## src/design/ipd_pkg.sv

```systemverilog
// Shared types, constants and helper functions for the interleaved packet deframer.
package ipd_pkg;

   localparam int MAX_STREAMS = 16;
   localparam int TABLE_DEPTH = 4096;
   localparam int TABLE_AW    = $clog2(TABLE_DEPTH);
   localparam int LEN_W       = TABLE_AW + 1;
   localparam int POS_W       = TABLE_AW;
   localparam int SKIP_BYTES  = 8;
   localparam int SKIP_W      = $clog2(SKIP_BYTES);
   localparam int STREAM_W    = 4;
   localparam int CSR_W       = 5;
   localparam int PROD_W      = 2 * CSR_W;

   localparam logic [CSR_W-1:0] STREAM_COUNT_RESET = CSR_W'(2);

   typedef enum logic [2:0] {
      ST_COUNT,
      ST_SKIP,
      ST_SIZES,
      ST_READ,
      ST_CHECK,
      ST_PAYLOAD
   } state_type;

   typedef struct packed {
      logic resync;
      logic load_count;
      logic skip_step;
      logic enter_sizes;
      logic size_byte;
      logic start_settle;
      logic read_issue;
      logic advance;
      logic load_bytes;
      logic emit_error;
      logic emit_byte;
   } dp_cmd_type;

   typedef struct packed {
      logic byte_zero;
      logic skip_last;
      logic word_last;
      logic table_done;
      logic pos_in_table;
      logic read_zero;
      logic bytes_last;
      logic next_stream_zero;
      logic rsp_hold;
   } dp_status_type;

   function automatic logic [CSR_W-1:0] eff_streams(input logic [CSR_W-1:0] n);
      logic [CSR_W-1:0] r;
      r = n;
      if (n == '0) begin
         r = CSR_W'(1);
      end
      if (n > CSR_W'(MAX_STREAMS)) begin
         r = CSR_W'(MAX_STREAMS);
      end
      return r;
   endfunction

   // a mod n for a up to MAX_STREAMS and n from 1 to MAX_STREAMS
   function automatic logic [STREAM_W-1:0] stream_wrap(input logic [CSR_W-1:0] a,
                                                       input logic [CSR_W-1:0] n);
      logic [PROD_W-1:0] prod;
      logic [PROD_W-1:0] a_ext;
      logic [PROD_W-1:0] r;
      a_ext = PROD_W'(a);
      r     = a_ext;
      for (int q = 1; q <= MAX_STREAMS; q++) begin
         prod = PROD_W'(q) * PROD_W'(n);
         if (prod <= a_ext) begin
            r = a_ext - prod;
         end
      end
      return r[STREAM_W-1:0];
   endfunction

endpackage

```

## src/design/ipd_ctrl.sv

```systemverilog
// Controller of the deframer: phase state machine issuing datapath commands.
module ipd_ctrl import ipd_pkg::*; (
   input  logic          clock,
   input  logic          reset,
   input  logic          req_valid,
   output logic          req_ready,
   input  logic          req_action,
   input  dp_status_type stat,
   output dp_cmd_type    cmd
);

   state_type state_ff, state_in;
   logic      accept;

   assign req_ready = (state_ff != ST_READ) && (state_ff != ST_CHECK) && !stat.rsp_hold;
   assign accept    = req_valid && req_ready;

   always_ff @(posedge clock) begin
      if (reset) begin
         state_ff <= ST_COUNT;
      end else begin
         state_ff <= state_in;
      end
   end

   always_comb begin
      state_in = state_ff;
      cmd      = '0;
      if (accept && req_action) begin
         cmd.resync = 1'b1;
         state_in   = ST_COUNT;
      end else begin
         unique case (state_ff)
            ST_COUNT: begin
               if (accept) begin
                  if (stat.byte_zero) begin
                     cmd.emit_error = 1'b1;
                  end else begin
                     cmd.load_count = 1'b1;
                     state_in       = ST_SKIP;
                  end
               end
            end
            ST_SKIP: begin
               if (accept) begin
                  if (stat.skip_last) begin
                     cmd.enter_sizes = 1'b1;
                     state_in        = ST_SIZES;
                  end else begin
                     cmd.skip_step = 1'b1;
                  end
               end
            end
            ST_SIZES: begin
               if (accept) begin
                  cmd.size_byte = 1'b1;
                  if (stat.word_last && stat.table_done) begin
                     cmd.start_settle = 1'b1;
                     state_in         = ST_READ;
                  end
               end
            end
            ST_READ: begin
               if (stat.pos_in_table) begin
                  cmd.read_issue = 1'b1;
                  state_in       = ST_CHECK;
               end else begin
                  cmd.advance = 1'b1;
                  state_in    = stat.next_stream_zero ? ST_COUNT : ST_READ;
               end
            end
            ST_CHECK: begin
               if (!stat.read_zero) begin
                  cmd.load_bytes = 1'b1;
                  state_in       = ST_PAYLOAD;
               end else begin
                  cmd.advance = 1'b1;
                  state_in    = stat.next_stream_zero ? ST_COUNT : ST_READ;
               end
            end
            ST_PAYLOAD: begin
               if (accept) begin
                  cmd.emit_byte = 1'b1;
                  if (stat.bytes_last) begin
                     cmd.advance = 1'b1;
                     state_in    = stat.next_stream_zero ? ST_COUNT : ST_READ;
                  end
               end
            end
            default: begin
               state_in = ST_COUNT;
            end
         endcase
      end
   end

   a_check_after_read: assert property (@(posedge clock) disable iff (reset)
      state_ff == ST_CHECK |-> $past(state_ff) == ST_READ)
      else $error("size check without a preceding table read");

   a_payload_entry: assert property (@(posedge clock) disable iff (reset)
      state_ff == ST_PAYLOAD && $past(state_ff) != ST_PAYLOAD |-> $past(state_ff) == ST_CHECK)
      else $error("payload entered without a nonzero packet size");

   a_emit_not_stalled: assert property (@(posedge clock) disable iff (reset)
      (cmd.emit_byte || cmd.emit_error) |-> !stat.rsp_hold)
      else $error("result issued while the output word is stalled");

endmodule

```

## config.mk

```make
export PLATFORM = sky130hd
export DESIGN_NAME = ipd_ctrl
export DESIGN_NICKNAME = d
export VERILOG_FILES = /design/src/design/ipd_pkg.sv /design/src/design/ipd_ctrl.sv
export SDC_FILE = /design/constraint.sdc
export NUM_CORES = 1
export LEC_CHECK = 0
export BUFFER_PORTS_ARGS = -buffer_cell sky130_fd_sc_hd__buf_2
export CORE_AREA = 2 2 39 41
export DETAILED_ROUTE_END_ITERATION = 16
export DIE_AREA = 0 0 41 43
export PLACE_DENSITY = 0.61
export SLEW_MARGIN = 20
export SYNTH_ARGS = -nofsm -noshare
export SYNTH_HDL_FRONTEND = slang
export SYNTH_SLANG_ARGS = --single-unit
```

## constraint.sdc

```tcl
create_clock -name clock -period 1.4 [get_ports clock]
set_clock_uncertainty 0.2 [all_clocks]
set_input_delay 0.07 -clock clock [delete_from_list [all_inputs] [get_ports clock]]
set_output_delay 0.07 -clock clock [all_outputs]
set_load 0.03 [all_outputs]
```

==> results.md, run 1 <==
- Status: finished with violations
- Failing checks: setup timing
- CP required: 1130 ps
- Reg with most FFs: state_ff
- Setup CP Type: reg -> out
- Worst R2R Path Depth: 4
- Pin count of the biggest net entering global routing: 9
- Power Dens Cells: 537 nW/um^2
- CTS tree: done
- Crit path capture type: output pin
- Final worst path period need: 1610 ps
- GR Overflow Total: 0
- Yosys cell types: 25
- Synth Flop Type: dfxtp_1
- # IOs: 25
- Vert. Die Dim: 43 um
- Die area: 1760 sq um
- Avg Inst Size Synth: 6.58 sq um
- Global-route wire length before repair: 2.44 mm
- Slew headroom: 83.9%
- Final setup margin: -211 ps
- Root Driver: clkbuf_4
- P&R area growth vs syn: 132%
- Vias in the first global route: 567
- Period utilization: 115%
- Final setup viols: 15
- Antenna viol nets, final: 0
- Setup WS pre-CTS: -133 ps
- CP Cell Sequence: buf_6 > nand3b_1 > buf_6 > nand2_2 > nor2_2 > buf_4
- Core ar.: 1380 sq um
- Yosys warns: 0
- Post-DP HPWL: 1.13 mm
- Crit Path Max Fanout: 5
- Cts bufs inserted: 3
- Bufs on Longest Clock Path: 2
- RePlAce Congestion: 0.755
- Die X: 41 um
- Initial antenna violation count: 0
- Final hold vios: 0
- Reg clk slew, reported paths: 30 ps
- Remaining DRCs: 0
- Sum of negative setup slack: -2260 ps
- Worst stage delay on the critical path: 350 ps
- Final #Nets: 121
- Register area share after synthesis: 14.7%
- Std-Cell Rows: 14
- Design Power: 0.508 mW
- Initial Utilization: 29.5%
- RSZ-0062 raised after global routing: true
- Clk Latency, worst-skew pair: 230 ps
- Vias: 641
- Global Route Usage Sum: 19.9%
- Worst-margin pin slew: 241 ps
- Peak VDD IR: 454 uV
- Clk sinks: 3
- Port Buf Inserts: 24
- Crit-path slowest cell: dfxtp_4
- Critical Path AT: 1340 ps
- Share of layout cells above drive strength 1: 64.5%
- Seq cells post-synth: 3
- Final Cell Area: 946 sq um
- EDFF count, synth: 0
- Leak: 0.412 nW
- Drt via density: 5.21
- Fmax: 621 MHz
- Drt first pass iters: 3
- Fin. max-slew vios: 0
- Commonest non-fill, non-tap cell in the layout: buf_6
- Most frequent cells in the layout: 16 x buf_6, 13 x buf_2, 13 x buf_4
- WHS Path Cells: 4
- Area after DPL: 718 sq um
- FILL cells: 108
- Syn Nets: 75
- Hold WS: 35.7 ps
- Post-Synthesis Cells: 62
- Regs by FF count: state_ff x3
- Ys async rst share: 0%
- 1st-iter DRT viols: 7
- Startpoint types: register
- Post-Route WL: 1.61 mm
- Most used cell, CP: buf_6
- Max reg flops: 3
- Worst hold-check path type: in -> reg
- Antenna cells: 0
- Wirelength per Cell: 13.0 um
- Synthesized area: 408 sq um
- H-tree Lvls: 1
- Max Cap Viol: 0
[cells in the mapped netlist (2+ instances only)]
| master | number | area (sq um) |
|---|---|---|
| nand2b_1 | 4 | 25.0 |
| buf_2 | 3 | 15.0 |
| a21oi_1 | 3 | 15.0 |
| nor2_1 | 8 | 30.0 |
| dfxtp_1 | 3 | 60.1 |
| nor4_1 | 3 | 18.8 |
| nor3_1 | 4 | 20.0 |
| nand2_1 | 6 | 22.5 |
| and3_1 | 3 | 18.8 |
| nor2b_1 | 4 | 25.0 |
| o21ai_0 | 2 | 10.0 |
| mux2i_1 | 2 | 20.0 |
| o21ai_1 | 3 | 15.0 |
| inv_1 | 3 | 11.3 |
[path summary, 6_finish.rpt]
kind / from / to / slack (ps)
worst max register to register: state_ff[0] / state_ff[1] / -150
worst max-delay path: state_ff[2] / req_ready / -210
worst min-delay path: stat[1] / state_ff[1] / 40
worst min register to register: state_ff[0] / state_ff[0] / 440
[cell families after synthesis]
kind of cell | Yosys count | synth area share, %
AO/OA/AOI/OAI | 16 | 29.1
buffers and inverters | 6 | 6.44
flip-flops | 3 | 14.7
multiplexers | 2 | 4.91
AND/OR/NAND/NOR | 35 | 44.8
[through the flow]
step / utilization, % / cells
final: 68.4 / 123
after global routing: 68.4 / 123
after detailed placement: 51.9 / 113
after CTS: 65.5 / 122
after global placement: 51.9 / 113
after floorplan: - / 62
[layer usage]
metal	GRT usage [%]	routed length [um]
met1	26.4	678
met2	32.5	860
met3	0	47
met4	8.00	19
met5	0	0
[critical path, delay by kind of cell (launching register included)]
family	cells	cell delay (ps)
AND/OR/NAND/NOR	3	330
buffers and inverters	3	440
flip-flops	1	350
[area by class of cell]
| type | count | area, sq um | share of cell area, % |
|---|---|---|---|
| repair buffers | 44 | 373 | 39.4 |
| multi-input cells | 53 | 444 | 47.0 |
| well taps | 16 | 20.0 | 2.12 |
| flip-flops and latches | 3 | 71.3 | 7.54 |
| inverters | 3 | 11.3 | 1.19 |
| clock buffers | 4 | 26.3 | 2.78 |
[what timing repair did]
item,CTS,global route
gates resized for setup,34,11
pin swaps,8,4
hold buffers,1,0
hold endpoints to repair,3,0
setup buffers,4,1
endpoints found under the setup margin,15,15
[power by group]
group	internal, mW	leakage (nW)	switching (mW)	total (mW)
combinational	0.130	0.370	0.124	0.254
clock	0.107	0.0150	0.0448	0.152
sequential	0.0912	0.0266	0.0108	0.102
total	0.328	0.412	0.179	0.508
(Power assumes the default switching activity.)
==> run 2, diff against run 1 <==
Settings changed: ABC_AREA set to 1, PLACE_DENSITY 0.61 to 0.6.
Clock period 1.4 ns to 1.3 ns, I/O delays scaled along.
==> results.md, run 2 <==
- Vias: 643
- Power share of the combinational group: 65.6%
- Startpoint types: register
- Most frequent cells in the layout: 19 x buf_4, 16 x nand2_1, 15 x inv_1
- Bufs on Longest Clock Path: 2
- Post-DP HPWL: 1.03 mm
- Power Dens Cells: 1120 nW/um^2
- Net Sw Frac: 45.6%
- Area after DPL: 711 sq um
- Post-Route WL: 1.47 mm
- Top post-synthesis cells by area: nand2_1 17%, nor2_1 17%, inv_1 16%
- H-tree Lvls: 1
- Die area: 1760 sq um
- Clk sinks: 3
- Clk Latency, worst-skew pair: 230 ps
- Fin. max-slew vios: 0
- Regs by FF count: state_ff x3
- Failing checks: setup timing
- Yosys warns: 0
- P_int: 0.537 mW
- Setup CP Type: reg -> out
- Fmax: 590 MHz
- Post-synth top cells: 18 x nand2_1, 18 x nor2_1, 17 x inv_1
- Drt first pass iters: 4
- Port Buf Inserts: 24
- Clk pwr share: 16.7%
- Period utilization: 130%
- Remaining DRCs: 0
- Std-Cell Rows: 14
- Share of layout cells above drive strength 1: 54.4%
- Syn Nets: 91
- Reg with most FFs: state_ff
- Final #Nets: 139
- Worst hold-check path type: in -> reg
- Final hold vios: 0
- Antenna viol nets, final: 0
- Commonest non-fill, non-tap cell in the layout: buf_4
- Drt via density: 4.56
- Leak: 0.480 nW
- Vias in the first global route: 604
- Switching power: 0.450 mW
- Pin count of the biggest net entering global routing: 8
- Max Cap Viol: 0
- Synthesized area: 403 sq um
- Antenna cells: 0
- Global Route Usage Sum: 19.6%
- EDFF count, synth: 0
- Slew headroom: 84.9%
- RePlAce Congestion: 0.844
- Max reg flops: 3
- CP required: 1030 ps
- P&R area growth vs syn: 120%
- Non-Filler Instances: 141
- Crit path capture type: output pin
- Core ar.: 1380 sq um
- RSZ-0062 raised after global routing: true
- Peak VDD IR: 808 uV
- Avg Inst Size Synth: 5.17 sq um
- Largest area contributor in the netlist: nand2_1
- CTS tree: done
- # IOs: 25
- Wirelength per Cell: 10.4 um
- Critical Path AT: 1430 ps
- Seq cells post-synth: 3
- Yosys cell types: 16
- Worst-margin pin slew: 225 ps
- 1st-iter DRT viols: 11
- Final Cell Area: 885 sq um
- Final setup margin: -395 ps
- Seq pwr share: 17.8%
- Reg clk slew, reported paths: 30 ps
- GR Overflow Total: 0
- Share of the synthesized area in the top cell type: 16.8%
- Design Power: 0.987 mW
- Final setup viols: 15
- Post-Synthesis Cells: 78
- Status: finished with violations
- Root Driver: clkbuf_4
- Ys async rst share: 0%
- FILL cells: 141
- Crit Path Max Fanout: 7
- Final worst path period need: 1700 ps
- Initial Utilization: 29.1%
- Placed Cells: 129
- Die X: 41 um
- Cts bufs inserted: 3
- Global-route wire length before repair: 2.39 mm
- Vert. Die Dim: 43 um
- Initial antenna violation count: 0
- Register area share after synthesis: 14.9%
- Synth Flop Type: dfxtp_1
-- run 2: cell types whose count changed after synthesis, moves of 3 or more --
cell / before / now
and3_1: 3 / 0
buf_2: 3 / 0
inv_1: 3 / 17
nand2_1: 6 / 18
nand2b_1: 4 / 0
nand3_1: 0 / 4
nor2_1: 8 / 18
nor2b_1: 4 / 0
nor4_1: 3 / 0
o21ai_1: 3 / 0
-- run 2: path summary, 6_finish.rpt --
path         depth (start not counted)         from  slack, ps          end
max reg2reg                          9  state_ff[0]       -180  state_ff[0]
min                                  4      stat[3]         60  state_ff[0]
min reg2reg                          5  state_ff[2]        480  state_ff[2]
max                                  7  state_ff[0]       -400       cmd[5]
-- run 2: area by class of cell --
type / count / area, sq um / area share [%]
Clock buffer: 4 / 26.3 / 2.97
Inverter: 18 / 72.6 / 8.20
Multi-Input combinational cell: 57 / 359 / 40.6
Sequential cell: 3 / 71.3 / 8.06
Tap cell: 16 / 20.0 / 2.26
Timing Repair Buffer: 43 / 335 / 37.9
-- run 2: critical path: stages, from the launching register on --
cell     delay [ps]
dfxtp_4         390
nor2_2           50
nand2_2          80
nand3_4          90
nor2_4          130
nand2_4         130
nor3_4          190
buf_6           150
-- run 2: power groups by stage --
| stage | combinational [mW] | clock (mW) | sequential [mW] |
|---|---|---|---|
| final | 0.647 | 0.165 | 0.175 |
| after global routing | 0.717 | 0.182 | 0.180 |
| after CTS | 0.610 | 0.173 | 0.178 |
| after detailed placement | 0.549 | 0 | 0.173 |
| after global placement | 0.554 | 0 | 0.167 |
| after floorplan | 0.361 | 0 | 0.162 |
-- run 2: through the flow --
step	hold WS [ps]	TNS [ps]	setup WS (ps)	util, %
finish	57.1	-4070	-395	63.9
global route	113	-5300	-485	63.9
CTS	42.8	-3880	-397	62.1
detailed placement	216	-1860	-211	51.4
global placement	208	-1660	-190	51.4
floorplan	-25.3	-990	-149	-
-- run 2: repair_timing --
action                                 CTS  global route
pin swaps                                2             3
setup buffers                            3             3
setup endpoints to repair               15            15
hold buffers                             2             0
endpoints found under the hold margin    3             0
resized for setup                       27             1
-- run 2: cells by family after synthesis --
logic type             Yosys count  synth area share, %
flip-flops                       3                 14.9
AND/OR/NAND/NOR                 50                 57.5
buffers and inverters           18                 16.8
AO/OA/AOI/OAI                    7                 10.9
-- run 2: layer usage --
layer  GRT usage, %  routed length [um]  up-vias
li1               -                   -      339
met1           21.8                 581      287
met2           34.7                 825       13
met3           2.09                  33        4
met4           8.00                  25        0
met5              0                   0        -
==> run 3, diff against run 2 <==
==> constraint.sdc (replaced) <==
create_clock -name clock -period 1.3 [get_ports clock]
set_clock_uncertainty 0.2 [all_clocks]
set_input_delay 0.26 -clock clock [delete_from_list [all_inputs] [get_ports clock]]
set_output_delay 0.26 -clock clock [all_outputs]
set_load 0.03 [all_outputs]
==> results.md, run 3 (synthesized netlist as in run 2, its figures left out) <==
- Status: finished with violations
- Failing checks: setup timing
- Seq pwr share: 17.5%
- Placed Cells: 132
- Period utilization: 143%
- R2r setup slk: -280 ps
- Reg clk slew, reported paths: 40 ps
- Fin util: 65.8%
- WHS Path Cells: 6
- Slew headroom: 85.8%
- Clk sinks: 3
- Remaining DRCs: 0
- Core ar.: 1380 sq um
- Antenna cells: 0
- CTS Hold Buffers Added: 0
- Reg2reg start: state_ff[1]
- Final Cell Area: 911 sq um
- Crit Path Max Fanout: 5
- Die area: 1760 sq um
- Max reg flops: 3
- CP required: 840 ps
- Vias in the first global route: 584
- Final worst path period need: 1860 ps
- P&R area growth vs syn: 126%
- FF-to-FF End: state_ff[0]
- RePlAce Congestion: 0.861
- Area after DPL: 733 sq um
- Final setup margin: -557 ps
- Cts bufs inserted: 3
- Reg with most FFs: state_ff
- P_int: 0.549 mW
- Bufs on Longest Clock Path: 2
- RSZ-0062 raised after global routing: true
- GR Overflow Total: 0
- Wirelength per Cell: 10.4 um
- Vert. Die Dim: 43 um
- Pin count of the biggest net entering global routing: 8
- Power Dens Cells: 1130 nW/um^2
- Die X: 41 um
- Non-Filler Instances: 138
- WHS Endpoint: state_ff[1]
- Final #Nets: 136
- Drt via density: 4.40
- Root Driver: clkbuf_4
- Global Route Usage Sum: 19.7%
- Std-Cell Rows: 14
- Critical Path AT: 1400 ps
- Worst hold-check path type: in -> reg
- CTS tree: done
- Port Buf Inserts: 24
- Crit path capture type: output pin
- Worst-margin pin slew: 211 ps
- Post-Route WL: 1.44 mm
- Initial antenna violation count: 0
- Final hold vios: 0
- Fin. max-slew vios: 0
- Worst R2R Path Depth: 11
- Post-DP HPWL: 1.11 mm
- Global-route wire length before repair: 2.34 mm
- Initial Utilization: 29.1%
- Worst hold start: reset
- Power share of the combinational group: 66.7%
- Final setup viols: 15
- Drt first pass iters: 3
- Most frequent cells in the layout: 17 x nand2_1, 15 x inv_1, 15 x buf_4
- Clk pwr share: 15.7%
- FILL cells: 125
- Vias: 607
- Setup CP Type: reg -> out
- Leak: 0.485 nW
- Antenna viol nets, final: 0
- Design Power: 1.03 mW
- Setup WS pre-CTS: -390 ps
- Fmax: 538 MHz
- Switching power: 0.477 mW
- 1st-iter DRT viols: 3
- Share of layout cells above drive strength 1: 57.4%
- Net Sw Frac: 46.5%
- H-tree Lvls: 1
- # IOs: 25
- Regs by FF count: state_ff x3
- Max Cap Viol: 0
- Clk Latency, worst-skew pair: 230 ps
- Peak VDD IR: 847 uV
- Startpoint types: register
- Commonest non-fill, non-tap cell in the layout: nand2_1
## run 3: cell types whose count changed in the layout (fill, tap and decap cells not counted), moves of 2 or more
cell,before,now
buf_4,19,15
buf_6,10,13
dlygate4sd3_1,2,0
nand2_2,3,1
nor2_2,5,3
nor2_4,3,6
## run 3: routing by layer
metal | vias to the layer above | share of wire [%] | GRT usage, %
met5 | - | 0 | 0
met4 | 0 | 0 | 10.0
met3 | 0 | 1.3 | 3.14
met2 | 9 | 62 | 35.0
met1 | 267 | 37 | 20.4
li1 | 331 | - | -
## run 3: stage by stage
stage | setup TNS, ps | hold WS (ps)
after floorplan | -2870 | 288
after global placement | -3910 | 399
after detailed placement | -4160 | 414
after CTS | -6790 | 166
after global routing | -7560 | 202
final | -6150 | 170
## run 3: worst max-delay path by stage
stage / from / end / slack, ps / cells past startpoint
finish: state_ff[1] / cmd[3] / -560 / 6
global route: state_ff[1] / cmd[3] / -650 / 6
CTS: state_ff[1] / cmd[5] / -580 / 7
detailed placement: state_ff[2] / cmd[5] / -390 / 7
global placement: state_ff[2] / cmd[5] / -360 / 7
floorplan: state_ff[0] / cmd[5] / -340 / 6
## run 3: worst max-delay path: stages, from the launching register on
cell and delay, ps:
dfxtp_4 360, inv_1 90, nand3_1 110, nor3_1 230, a21oi_2 110, nor2_4 120
buf_6 140
## run 3: power by group through the flow
stage               logic (mW)  clock network [mW]  registers [mW]
CTS                      0.619               0.173           0.168
floorplan                0.361                   0           0.162
finish                   0.684               0.162           0.180
detailed placement       0.571                   0           0.168
global route             0.758               0.187           0.185
global placement         0.569                   0           0.166
## run 3: cell type report
cell class / count / area, sq um / area share, %
Clock buffer: 4 / 26.3 / 2.88
Inverter: 18 / 72.6 / 7.97
Multi-Input combinational cell: 57 / 402 / 44.1
Sequential cell: 3 / 71.3 / 7.83
Tap cell: 16 / 20.0 / 2.20
Timing Repair Buffer: 40 / 319 / 35.0
## run 3: repair_timing
item | in CTS | in global routing
pin swaps | 4 | 3
setup endpoints to repair | 15 | 15
buffers inserted | 1 | 1
resized for setup | 24 | 15
gates cloned | 0 | 0
